## src/rtl/assert_macros.svh

```systemverilog
// ----------------------------------------------------------------------------
// Assertion macros
// Shared concurrent assertion forms for the intrusion alarm qualifier.
// ----------------------------------------------------------------------------
`ifndef ASSERT_MACROS_SVH
`define ASSERT_MACROS_SVH

// Antecedent implies consequent in the same cycle.
`define IAQ_ASSERT_SAME(lbl, clk, rst_n, ante, cons, msg) \
    lbl: assert property (@(posedge clk) disable iff (!(rst_n)) (ante) |-> (cons)) \
        else $error(msg);

// Antecedent implies consequent in the following cycle.
`define IAQ_ASSERT_NEXT(lbl, clk, rst_n, ante, cons, msg) \
    lbl: assert property (@(posedge clk) disable iff (!(rst_n)) (ante) |=> (cons)) \
        else $error(msg);

`endif

```

## src/rtl/iaq_pkg.sv

```systemverilog
// ----------------------------------------------------------------------------
// iaq_pkg
// Types and constants of the intrusion alarm qualifier.
// ----------------------------------------------------------------------------
`default_nettype none

package iaq_pkg;

    typedef logic [1:0]  t_opcode;
    typedef logic [31:0] t_time;
    typedef logic [8:0]  t_dist;
    typedef logic [15:0] t_ms;
    typedef logic [2:0]  t_cfg_idx;
    typedef logic [15:0] t_cfg_data;

    localparam t_opcode OP_DISTANCE  = 2'd0;
    localparam t_opcode OP_VIBRATION = 2'd1;
    localparam t_opcode OP_TIMEOUT   = 2'd2;

    localparam t_cfg_idx CFG_MATCH_TOL  = 3'd0;
    localparam t_cfg_idx CFG_NEAR_LIMIT = 3'd1;
    localparam t_cfg_idx CFG_ALARM_HOLD = 3'd2;
    localparam t_cfg_idx CFG_IND_HOLD   = 3'd3;
    localparam t_cfg_idx CFG_VIB_MAX    = 3'd4;
    localparam t_cfg_idx CFG_SONAR_IGN  = 3'd5;

    localparam t_dist RST_MATCH_TOL  = 9'd5;
    localparam t_dist RST_NEAR_LIMIT = 9'd20;
    localparam t_ms   RST_ALARM_HOLD = 16'd3000;
    localparam t_ms   RST_IND_HOLD   = 16'd3000;
    localparam t_ms   RST_VIB_MAX    = 16'd1000;
    localparam t_ms   RST_SONAR_IGN  = 16'd2000;

    // floor(s / 3) == (s * 683) >> 11 for every s below 2048
    localparam int SUM_W      = 11;
    localparam int DIV3_SHIFT = 11;
    localparam logic [SUM_W-1:0] DIV3_MUL = 11'd683;

    typedef struct packed {
        t_opcode opcode;
        t_time   now_ms;
        t_dist   first_sample;
        t_dist   second_sample;
        t_dist   third_sample;
        logic    vibration_level;
    } t_in;

    typedef struct packed {
        logic  alarm_on;
        logic  indicator_on;
        t_dist distance_cm;
        logic  distance_posted;
        logic  reading_inconsistent;
        logic  alarm_started;
        logic  intrusion_started;
    } t_out;

    typedef struct packed {
        t_dist match_tolerance;
        t_dist near_limit;
        t_ms   alarm_hold_ms;
        t_ms   indicator_hold_ms;
        t_ms   vibration_max_ms;
        t_ms   sonar_ignore_ms;
    } t_cfg;

    typedef struct packed {
        t_dist stored_distance;
        logic  alarm_active;
        logic  indicator_active;
        t_time alarm_start_time;
        t_time indicator_start_time;
        t_time last_vibration_time;
        t_time vibration_onset_time;
        logic  onset_valid;
    } t_state;

endpackage

`default_nettype wire

```

## src/rtl/iaq_if.sv

```systemverilog
// ----------------------------------------------------------------------------
// iaq_in_if / iaq_out_if
// Valid/ready channels carrying input items and result items.
// ----------------------------------------------------------------------------
`default_nettype none

interface iaq_in_if;
    logic       valid;
    logic       ready;
    logic [1:0] opcode;
    logic [31:0] now_ms;
    logic [8:0] first_sample;
    logic [8:0] second_sample;
    logic [8:0] third_sample;
    logic       vibration_level;

    modport source (output valid, opcode, now_ms, first_sample, second_sample,
                    third_sample, vibration_level, input ready);
    modport sink   (input valid, opcode, now_ms, first_sample, second_sample,
                    third_sample, vibration_level, output ready);
endinterface

interface iaq_out_if;
    logic       valid;
    logic       ready;
    logic       alarm_on;
    logic       indicator_on;
    logic [8:0] distance_cm;
    logic       distance_posted;
    logic       reading_inconsistent;
    logic       alarm_started;
    logic       intrusion_started;

    modport source (output valid, alarm_on, indicator_on, distance_cm, distance_posted,
                    reading_inconsistent, alarm_started, intrusion_started,
                    input ready);
    modport sink   (input valid, alarm_on, indicator_on, distance_cm, distance_posted,
                    reading_inconsistent, alarm_started, intrusion_started,
                    output ready);
endinterface

`default_nettype wire

```

## src/rtl/iaq_cfg_regs.sv

```systemverilog
// ----------------------------------------------------------------------------
// iaq_cfg_regs
// Configuration register file, write-only, loaded with defaults at reset.
// ----------------------------------------------------------------------------
`default_nettype none

module iaq_cfg_regs (
    input  logic               i_clk,
    input  logic               i_rst_n,
    input  logic               i_cfg_we,
    input  iaq_pkg::t_cfg_idx  i_cfg_idx,
    input  iaq_pkg::t_cfg_data i_cfg_wdata,
    output iaq_pkg::t_cfg      o_cfg
);
    import iaq_pkg::*;

    t_cfg r_cfg;
    t_cfg n_cfg;

    always_comb begin
        n_cfg = r_cfg;
        if (i_cfg_we) begin
            case (i_cfg_idx)
                CFG_MATCH_TOL:  n_cfg.match_tolerance   = i_cfg_wdata[8:0];
                CFG_NEAR_LIMIT: n_cfg.near_limit        = i_cfg_wdata[8:0];
                CFG_ALARM_HOLD: n_cfg.alarm_hold_ms     = i_cfg_wdata;
                CFG_IND_HOLD:   n_cfg.indicator_hold_ms = i_cfg_wdata;
                CFG_VIB_MAX:    n_cfg.vibration_max_ms  = i_cfg_wdata;
                CFG_SONAR_IGN:  n_cfg.sonar_ignore_ms   = i_cfg_wdata;
                default:        n_cfg = r_cfg;
            endcase
        end
    end

    always_ff @(posedge i_clk) begin
        if (!i_rst_n) begin
            r_cfg.match_tolerance   <= RST_MATCH_TOL;
            r_cfg.near_limit        <= RST_NEAR_LIMIT;
            r_cfg.alarm_hold_ms     <= RST_ALARM_HOLD;
            r_cfg.indicator_hold_ms <= RST_IND_HOLD;
            r_cfg.vibration_max_ms  <= RST_VIB_MAX;
            r_cfg.sonar_ignore_ms   <= RST_SONAR_IGN;
        end else begin
            r_cfg <= n_cfg;
        end
    end

    assign o_cfg = r_cfg;

endmodule

`default_nettype wire

```

## src/rtl/iaq_eval.sv

```systemverilog
// ----------------------------------------------------------------------------
// iaq_eval
// Next-state and result logic for one registered input item.
// ----------------------------------------------------------------------------
`default_nettype none

module iaq_eval #(
    parameter int MAX_RANGE_CM = 300
) (
    input  iaq_pkg::t_in    i_item,
    input  iaq_pkg::t_state i_state,
    input  iaq_pkg::t_cfg   i_cfg,
    output iaq_pkg::t_state o_state,
    output iaq_pkg::t_out   o_result
);
    import iaq_pkg::*;

    localparam t_dist MaxRange = t_dist'(MAX_RANGE_CM);

    t_dist                    d1, d2, d3;
    t_dist                    diff12, diff23;
    logic [SUM_W-1:0]         sum;
    logic [2*SUM_W-1:0]       prod;
    t_dist                    avg;
    logic                     agree;
    t_time                    dt_vib, dt_onset, dt_alarm, dt_ind;
    logic                     too_long;
    t_state                   st;
    logic                     posted, inconsistent, a_start, i_start;

    // samples beyond sonar range read as no echo
    assign d1 = (i_item.first_sample  > MaxRange) ? '0 : i_item.first_sample;
    assign d2 = (i_item.second_sample > MaxRange) ? '0 : i_item.second_sample;
    assign d3 = (i_item.third_sample  > MaxRange) ? '0 : i_item.third_sample;

    assign diff12 = (d1 > d2) ? (d1 - d2) : (d2 - d1);
    assign diff23 = (d2 > d3) ? (d2 - d3) : (d3 - d2);
    assign agree  = (diff12 < i_cfg.match_tolerance) && (diff23 < i_cfg.match_tolerance);

    assign sum  = SUM_W'(d1) + SUM_W'(d2) + SUM_W'(d3);
    assign prod = (2*SUM_W)'(sum) * (2*SUM_W)'(DIV3_MUL);
    assign avg  = prod[DIV3_SHIFT +: 9];

    assign dt_vib   = i_item.now_ms - i_state.last_vibration_time;
    assign dt_onset = i_item.now_ms - i_state.vibration_onset_time;
    assign dt_alarm = i_item.now_ms - i_state.alarm_start_time;
    assign dt_ind   = i_item.now_ms - i_state.indicator_start_time;

    always_comb begin
        st           = i_state;
        posted       = 1'b0;
        inconsistent = 1'b0;
        a_start      = 1'b0;
        i_start      = 1'b0;
        too_long     = 1'b0;
        case (i_item.opcode)
            OP_DISTANCE: begin
                if (dt_vib >= {16'd0, i_cfg.sonar_ignore_ms}) begin
                    if (agree) begin
                        st.stored_distance = avg;
                        posted = 1'b1;
                        if ((avg != '0) && (avg <= i_cfg.near_limit)
                            && !i_state.alarm_active) begin
                            st.alarm_active     = 1'b1;
                            st.alarm_start_time = i_item.now_ms;
                            a_start = 1'b1;
                        end
                    end else begin
                        inconsistent = 1'b1;
                    end
                end
            end
            OP_VIBRATION: begin
                if (i_item.vibration_level) begin
                    if (!i_state.onset_valid) begin
                        st.onset_valid          = 1'b1;
                        st.vibration_onset_time = i_item.now_ms;
                    end else begin
                        too_long = dt_onset > {16'd0, i_cfg.vibration_max_ms};
                    end
                    if (!too_long && !i_state.indicator_active) begin
                        st.indicator_active     = 1'b1;
                        st.indicator_start_time = i_item.now_ms;
                        st.last_vibration_time  = i_item.now_ms;
                        i_start = 1'b1;
                    end
                end else begin
                    st.onset_valid          = 1'b0;
                    st.vibration_onset_time = '0;
                end
            end
            OP_TIMEOUT: begin
                if (i_state.alarm_active && (dt_alarm >= {16'd0, i_cfg.alarm_hold_ms}))
                    st.alarm_active = 1'b0;
                if (i_state.indicator_active && (dt_ind >= {16'd0, i_cfg.indicator_hold_ms}))
                    st.indicator_active = 1'b0;
            end
            default: st = i_state;
        endcase
    end

    assign o_state = st;

    assign o_result.alarm_on             = st.alarm_active;
    assign o_result.indicator_on         = st.indicator_active;
    assign o_result.distance_cm          = st.stored_distance;
    assign o_result.distance_posted      = posted;
    assign o_result.reading_inconsistent = inconsistent;
    assign o_result.alarm_started        = a_start;
    assign o_result.intrusion_started    = i_start;

endmodule

`default_nettype wire

```

## src/rtl/intrusion_alarm_qualifier.sv

```systemverilog
// One result per input item, one item per clock cycle sustained while results
// are taken. An item is captured in an input register at its accepting edge.
// From the following cycle it is evaluated against the alarm/vibration state,
// and its result is loaded into an output register once that register is free
// or its result is being taken. The state update of one item is written at the
// same edge as its result, so the next item already sees it and a new item can
// enter every cycle while the output is not stalled. A stalled result keeps the
// item behind it in the input register. With both registers full the input is
// ready only while the result is being taken.
// Configuration writes take effect on the next cycle and belong to idle time.
// ----------------------------------------------------------------------------
// intrusion_alarm_qualifier
// Qualifies sonar readings and vibration events for an intrusion alarm.
// ----------------------------------------------------------------------------
`default_nettype none
`include "assert_macros.svh"

module intrusion_alarm_qualifier #(
    parameter int MAX_RANGE_CM = 300
) (
    input  logic               i_clk,
    input  logic               i_rst_n,
    input  logic               i_cfg_we,
    input  iaq_pkg::t_cfg_idx  i_cfg_idx,
    input  iaq_pkg::t_cfg_data i_cfg_wdata,
    iaq_in_if.sink             i_in_ch,
    iaq_out_if.source          o_out_ch
);
    import iaq_pkg::*;

    t_cfg   cfg;
    t_in    r_in;
    logic   r_in_valid;
    t_state r_state;
    t_state n_state;
    t_out   r_out;
    t_out   n_out;
    logic   r_out_valid;
    logic   advance;
    logic   in_take;

    iaq_cfg_regs u_cfg (
        .i_clk       (i_clk),
        .i_rst_n     (i_rst_n),
        .i_cfg_we    (i_cfg_we),
        .i_cfg_idx   (i_cfg_idx),
        .i_cfg_wdata (i_cfg_wdata),
        .o_cfg       (cfg)
    );

    iaq_eval #(
        .MAX_RANGE_CM (MAX_RANGE_CM)
    ) u_eval (
        .i_item   (r_in),
        .i_state  (r_state),
        .i_cfg    (cfg),
        .o_state  (n_state),
        .o_result (n_out)
    );

    // item in the input register moves on whenever the output slot frees up
    assign advance       = r_in_valid && (!r_out_valid || o_out_ch.ready);
    assign i_in_ch.ready = !r_in_valid || advance;
    assign in_take       = i_in_ch.valid && i_in_ch.ready;

    always_ff @(posedge i_clk) begin
        if (!i_rst_n) begin
            r_in_valid <= 1'b0;
        end else if (in_take) begin
            r_in_valid <= 1'b1;
        end else if (advance) begin
            r_in_valid <= 1'b0;
        end
    end

    always_ff @(posedge i_clk) begin
        if (in_take) begin
            r_in.opcode          <= i_in_ch.opcode;
            r_in.now_ms          <= i_in_ch.now_ms;
            r_in.first_sample    <= i_in_ch.first_sample;
            r_in.second_sample   <= i_in_ch.second_sample;
            r_in.third_sample    <= i_in_ch.third_sample;
            r_in.vibration_level <= i_in_ch.vibration_level;
        end
    end

    always_ff @(posedge i_clk) begin
        if (!i_rst_n) begin
            r_state <= '0;
        end else if (advance) begin
            r_state <= n_state;
        end
    end

    always_ff @(posedge i_clk) begin
        if (!i_rst_n) begin
            r_out_valid <= 1'b0;
        end else if (advance) begin
            r_out_valid <= 1'b1;
        end else if (o_out_ch.ready) begin
            r_out_valid <= 1'b0;
        end
    end

    always_ff @(posedge i_clk) begin
        if (advance) begin
            r_out <= n_out;
        end
    end

    assign o_out_ch.valid                = r_out_valid;
    assign o_out_ch.alarm_on             = r_out.alarm_on;
    assign o_out_ch.indicator_on         = r_out.indicator_on;
    assign o_out_ch.distance_cm          = r_out.distance_cm;
    assign o_out_ch.distance_posted      = r_out.distance_posted;
    assign o_out_ch.reading_inconsistent = r_out.reading_inconsistent;
    assign o_out_ch.alarm_started        = r_out.alarm_started;
    assign o_out_ch.intrusion_started    = r_out.intrusion_started;

    `IAQ_ASSERT_NEXT(a_advance_fills_out, i_clk, i_rst_n, advance, r_out_valid, "result register not loaded after advance")
    `IAQ_ASSERT_NEXT(a_in_held, i_clk, i_rst_n, r_in_valid && !advance, r_in_valid && $stable(r_in), "stalled input item lost or changed")
    `IAQ_ASSERT_SAME(a_flags_exclusive, i_clk, i_rst_n, r_out_valid, !(r_out.distance_posted && r_out.reading_inconsistent) && !(r_out.intrusion_started && (r_out.distance_posted || r_out.reading_inconsistent)), "conflicting event flags in one result")
    `IAQ_ASSERT_SAME(a_alarm_start_level, i_clk, i_rst_n, r_out_valid && r_out.alarm_started, r_out.alarm_on && r_out.distance_posted && (r_out.distance_cm != '0), "alarm started without a near posted distance")

endmodule

`default_nettype wire
```

## src/flat_wrapper.sv

```systemverilog
// flat-port wrapper written by rule: the top's interface ports become plain ports
module intrusion_alarm_qualifier_flat import iaq_pkg::*;
#(
    parameter int MAX_RANGE_CM = 300
)
  (i_clk, i_rst_n, i_cfg_we, i_cfg_idx, i_cfg_wdata, i_in_ch_valid, i_in_ch_opcode, i_in_ch_now_ms, i_in_ch_first_sample, i_in_ch_second_sample, i_in_ch_third_sample, i_in_ch_vibration_level, i_in_ch_ready, o_out_ch_valid, o_out_ch_alarm_on, o_out_ch_indicator_on, o_out_ch_distance_cm, o_out_ch_distance_posted, o_out_ch_reading_inconsistent, o_out_ch_alarm_started, o_out_ch_intrusion_started, o_out_ch_ready);
  iaq_in_if i_in_ch_i ();
  iaq_out_if o_out_ch_i ();
  input  logic i_clk;
  input  logic i_rst_n;
  input  logic i_cfg_we;
  input  iaq_pkg::t_cfg_idx i_cfg_idx;
  input  iaq_pkg::t_cfg_data i_cfg_wdata;
  input wire logic [$bits(i_in_ch_i.valid)-1:0] i_in_ch_valid;
  input wire logic [$bits(i_in_ch_i.opcode)-1:0] i_in_ch_opcode;
  input wire logic [$bits(i_in_ch_i.now_ms)-1:0] i_in_ch_now_ms;
  input wire logic [$bits(i_in_ch_i.first_sample)-1:0] i_in_ch_first_sample;
  input wire logic [$bits(i_in_ch_i.second_sample)-1:0] i_in_ch_second_sample;
  input wire logic [$bits(i_in_ch_i.third_sample)-1:0] i_in_ch_third_sample;
  input wire logic [$bits(i_in_ch_i.vibration_level)-1:0] i_in_ch_vibration_level;
  output wire logic [$bits(i_in_ch_i.ready)-1:0] i_in_ch_ready;
  output wire logic [$bits(o_out_ch_i.valid)-1:0] o_out_ch_valid;
  output wire logic [$bits(o_out_ch_i.alarm_on)-1:0] o_out_ch_alarm_on;
  output wire logic [$bits(o_out_ch_i.indicator_on)-1:0] o_out_ch_indicator_on;
  output wire logic [$bits(o_out_ch_i.distance_cm)-1:0] o_out_ch_distance_cm;
  output wire logic [$bits(o_out_ch_i.distance_posted)-1:0] o_out_ch_distance_posted;
  output wire logic [$bits(o_out_ch_i.reading_inconsistent)-1:0] o_out_ch_reading_inconsistent;
  output wire logic [$bits(o_out_ch_i.alarm_started)-1:0] o_out_ch_alarm_started;
  output wire logic [$bits(o_out_ch_i.intrusion_started)-1:0] o_out_ch_intrusion_started;
  input wire logic [$bits(o_out_ch_i.ready)-1:0] o_out_ch_ready;
  assign i_in_ch_i.valid = i_in_ch_valid;
  assign i_in_ch_i.opcode = i_in_ch_opcode;
  assign i_in_ch_i.now_ms = i_in_ch_now_ms;
  assign i_in_ch_i.first_sample = i_in_ch_first_sample;
  assign i_in_ch_i.second_sample = i_in_ch_second_sample;
  assign i_in_ch_i.third_sample = i_in_ch_third_sample;
  assign i_in_ch_i.vibration_level = i_in_ch_vibration_level;
  assign i_in_ch_ready = i_in_ch_i.ready;
  assign o_out_ch_valid = o_out_ch_i.valid;
  assign o_out_ch_alarm_on = o_out_ch_i.alarm_on;
  assign o_out_ch_indicator_on = o_out_ch_i.indicator_on;
  assign o_out_ch_distance_cm = o_out_ch_i.distance_cm;
  assign o_out_ch_distance_posted = o_out_ch_i.distance_posted;
  assign o_out_ch_reading_inconsistent = o_out_ch_i.reading_inconsistent;
  assign o_out_ch_alarm_started = o_out_ch_i.alarm_started;
  assign o_out_ch_intrusion_started = o_out_ch_i.intrusion_started;
  assign o_out_ch_i.ready = o_out_ch_ready;
  intrusion_alarm_qualifier #(.MAX_RANGE_CM(MAX_RANGE_CM)) u_core (.i_clk(i_clk), .i_rst_n(i_rst_n), .i_cfg_we(i_cfg_we), .i_cfg_idx(i_cfg_idx), .i_cfg_wdata(i_cfg_wdata), .i_in_ch(i_in_ch_i), .o_out_ch(o_out_ch_i));
endmodule
```

## config.mk

```make
export PLATFORM = sky130hd
export DESIGN_NAME = intrusion_alarm_qualifier_flat
export DESIGN_NICKNAME = d
export VERILOG_FILES = /design/src/rtl/iaq_pkg.sv /design/src/rtl/iaq_if.sv /design/src/rtl/iaq_cfg_regs.sv /design/src/rtl/iaq_eval.sv /design/src/rtl/intrusion_alarm_qualifier.sv /design/src/flat_wrapper.sv
export VERILOG_INCLUDE_DIRS = /design/src /design/src/rtl
export SDC_FILE = /design/constraint.sdc
export NUM_CORES = 1
export LEC_CHECK = 0
export BUFFER_PORTS_ARGS = -buffer_cell sky130_fd_sc_hd__buf_2
export CORE_UTILIZATION = 50
export CTS_BUF_LIST = sky130_fd_sc_hd__clkbuf_4 sky130_fd_sc_hd__clkbuf_8
export DETAILED_ROUTE_END_ITERATION = 16
export HOLD_SLACK_MARGIN = 0.02
export PLACE_DENSITY = 0.7
export SYNTH_ARGS = -nofsm -noshare
export SYNTH_HDL_FRONTEND = slang
export SYNTH_SLANG_ARGS = --single-unit
```

## constraint.sdc

```tcl
create_clock -name i_clk -period 8.7 [get_ports i_clk]
set_input_delay 0.435 -clock i_clk [delete_from_list [all_inputs] [get_ports i_clk]]
set_output_delay 0.435 -clock i_clk [all_outputs]
set_load 0.01 [all_outputs]
```

==> results list <==
- The die is 210 um tall.
- Of the available clock period, the critical path in the final layout requires 0.991.
* Leak Pwr: 10.6 nW
- CP Data Required Time: 9210 ps
- At the later pin of the worst-skew pair, clock insertion delay measures 640 ps.
- Largest cells by area after synthesis: dfxtp_1 (18%), ha_1 (17%), edfxtp_1 (11%)
- Slowest stage cell, crit path: fa_2
- The synthesized design contains 77 enable-type register cells.
* Launch point of the worst reg-to-reg path: u_core.r_in[20]
* Number of buffer and inverter instances along the worst setup path: 8
- Synth Register Bits: 269
- Post-detailed-route via-to-cell ratio: 5.71
- The detail route stage leaves a number of antenna-violating nets equal to 0.
- Derived from the worst setup path, the maximum achievable clock frequency is 0.116 GHz.
* Number of antenna violations at the first check in global routing: 0
* Placed Area: 0.0229 mm^2
- Global-route wire length before repair: 97.8 mm
- 103 I/O pins were placed.
* Leading post-synthesis cells by instance count: nand2_1 (401), inv_1 (294), ha_1 (289)
- Most common cell in the netlist: nand2_1
* Relative area change from synthesis to final layout: 17.0%
* Outcome: completed
- For this run, the register share of the synthesized area comes to 0.285.
- Max cap viols: 0
* Layout net count: 3181
* TritonCTS Buffers: 50
* CP startpoint: u_core.r_in[20]
* Cell count after synthesis: 2559
- For this run, the detailed router's first-pass iteration total came to 7.
- Clock Path Buffers: 3
* Largest delay share family, worst path: adder cells
- Startpoint of the worst hold path: i_cfg_wdata[15]
- The biggest area contributor in the post-synthesis netlist is dfxtp_1.
- Dividing total power by cell area gives a power density of 362 mW/mm^2.
- STA classifies the critical path endpoint as a register.
- Among all flip-flop cells after synthesis, the most frequent one is dfxtp_1.
- The share of synthesized area in the top cell type comes to 0.178.
* Post-route setup slack: 82.1 ps
- Detailed-route wire length per cell: 18.6 um
* TritonCTS clock tree: built
* Maximum fanout along the worst path: 8
- At the end of routability-driven placement, the weighted congestion stood at 0.942.
* CP startpoint kind: register
* Leftover overflow at the end of global routing: 0
- Root Buffer Master: clkbuf_8
- In this run the worst hold path is classified as in2reg.
* Warning count from the yosys run: 0
* Final worst clock skew: 24.6 ps
- The worst pin sits at a relative slew slack of 0.206.
* Drc violations: 0
- Cell area after technology mapping: 0.0216 mm^2
* Layout cell share with drive strength beyond 1: 0.133
* DIE AREA: 0.0440 mm^2
- Iteration-0 DRC count of the detailed router: 1401
- Timing analysis after detailed placement gives a worst setup slack of -289 ps.
- Number of vias after detailed routing: 19.3k
- The number of nets in the synthesized netlist is 2975.
* Post-route cell area: 0.0253 mm^2
* Vias in the first global route: 18.8k
- IR analysis of the VDD net gives a maximum drop of 0.685 mV.
* Final HPWL from detailed placement: 46.8 mm
* Slew at the pin closest to its max-slew limit: 1180 ps
- Setup repair after global routing could not meet its margin everywhere.
- The floorplan has 75 rows.
- Measured along the x axis, the die boundary spans 210 um.
* Min cycle time layout: 8620 ps
* Crit Path Class: reg2reg
- After synthesis, the share of flip-flops with an asynchronous set or reset is 0.
- IO Port Bufs: 102
- For this run, the total global-route usage over all layers was measured as 0.279.
- Starting Density: 0.510
- Diode count: 0
- Count of endpoints failing hold in the final timing report: 0
- Arrival time reported for the critical path endpoint: 9130 ps
- Core footprint: 0.0423 mm^2
- Setup violations remaining at the end of the flow were counted as 0.
* Clock edge transition at the registers on the reported setup and hold paths: 60 ps
- The completed layout was analyzed and its total power is 9.15 mW.
- In this design, the stage delay of the slowest critical-path cell is 610 ps.
* Average cell area after synthesis: 8.44 um^2
- Largest net degree at the start of global routing: 124
- The synthesized netlist contains 81 unique library cells.
* Final Max Slew Viols: 0
- Total Wirelength: 63.0 mm
- Clock net sink count: 269
- The clock tree synthesis step divided the H-tree into 2 levels.
[sequential cells by signal, summed over array words and instances (netlist names)]
register                              cells
u_core.o_out_ch.alarm_on                  1
u_core.o_out_ch.alarm_started             1
u_core.o_out_ch.distance_cm               9
u_core.o_out_ch.distance_posted           1
u_core.o_out_ch.indicator_on              1
u_core.o_out_ch.intrusion_started         1
u_core.o_out_ch.reading_inconsistent      1
u_core.o_out_ch.valid                     1
u_core.r_in                              62
u_core.r_in_valid                         1
u_core.r_state                          108
u_core.u_cfg.o_cfg                       82
[what timing repair did]
action | 4_1_cts | 5_1_grt
endpoints found under the hold margin | 63 | 0
pin swaps | 10 | 48
cloned | 2 | 1
hold buffers | 63 | 0
gates resized for setup | 13 | 67
endpoints found under the setup margin | 33 | 35
buffers inserted | 2 | 19
[worst paths after layout]
check	cells past startpoint	slack [ps]	end
max	37	80	u_core.r_state[125]
min	3	100	u_core.u_cfg.o_cfg[15]
max reg2reg	37	80	u_core.r_state[125]
min reg2reg	2	460	u_core.r_state[87]
[worst min-delay path, stage by stage]
cell and delay [ps]:
buf_2 140, nand2_1 60, a21boi_0 60
[power breakdown]
part / total [mW] / internal, mW / leakage (nW) / switching [mW]
combinational: 6.38 / 3.08 / 7.67 / 3.30
sequential: 1.38 / 1.34 / 2.31 / 0.0391
clock: 1.39 / 0.798 / 0.597 / 0.593
total: 9.15 / 5.22 / 10.6 / 3.93
[stage by stage]
stage,hold WS [ps],utilization,std cells,TNS [ps]
after floorplan,435,-,2559,0
after global placement,443,0.542,3203,0
after detailed placement,448,0.542,3203,-8050
after CTS,56.7,0.586,3363,0
after global routing,95.1,0.597,3383,-7300
final,97.7,0.597,3383,0
[cell type report]
type	instances	area (um^2)
clock buffer	77	966
clock inverter	16	163
fill	3706	17100
inverter	296	1110
multi-input combinational	1901	14300
sequential	269	6160
tap	577	722
timing repair buffer	247	1850
[metal layers]
metal / track usage / wire [um] / vias up
li1: - / - / 9384
met1: 0.361 / 28000 / 9231
met2: 0.479 / 29900 / 578
met3: 0.0298 / 3020 / 129
met4: 0.105 / 2060 / 0
met5: 0 / 0 / -
[cell families (layout without fill, tap and decap cells)]
group | Yosys count | in the layout | share of synthesized area
simple gates | 765 | 765 | 0.163
compound gates | 616 | 616 | 0.193
buf+inv | 389 | 636 | 0.0698
fa+ha+maj | 330 | 330 | 0.205
flops | 269 | 269 | 0.285
xor+xnor | 95 | 95 | 0.0385
mux | 95 | 95 | 0.0446
[cell usage in the layout (no fill, tap or decap), drive strengths merged, types with 16 or more instances in the layout]
cell           n
mux2i         85
o21ai         91
o211ai        42
nand3         34
xnor2         62
a21oi        149
nor2b         57
o21a          39
o21bai        16
ha           289
a211oi        20
a31oi         18
clkbuf        78
dlygate4sd3   63
nor2          95
a21o          52
edfxtp        77
dfxtp        192
a21boi        64
nor3          38
nand2b        19
fa            41
nand2        402
buf          183
inv          297
nand4         40
xor2          33
a22oi         32
Note: power is estimated with default switching activity, not from simulation.
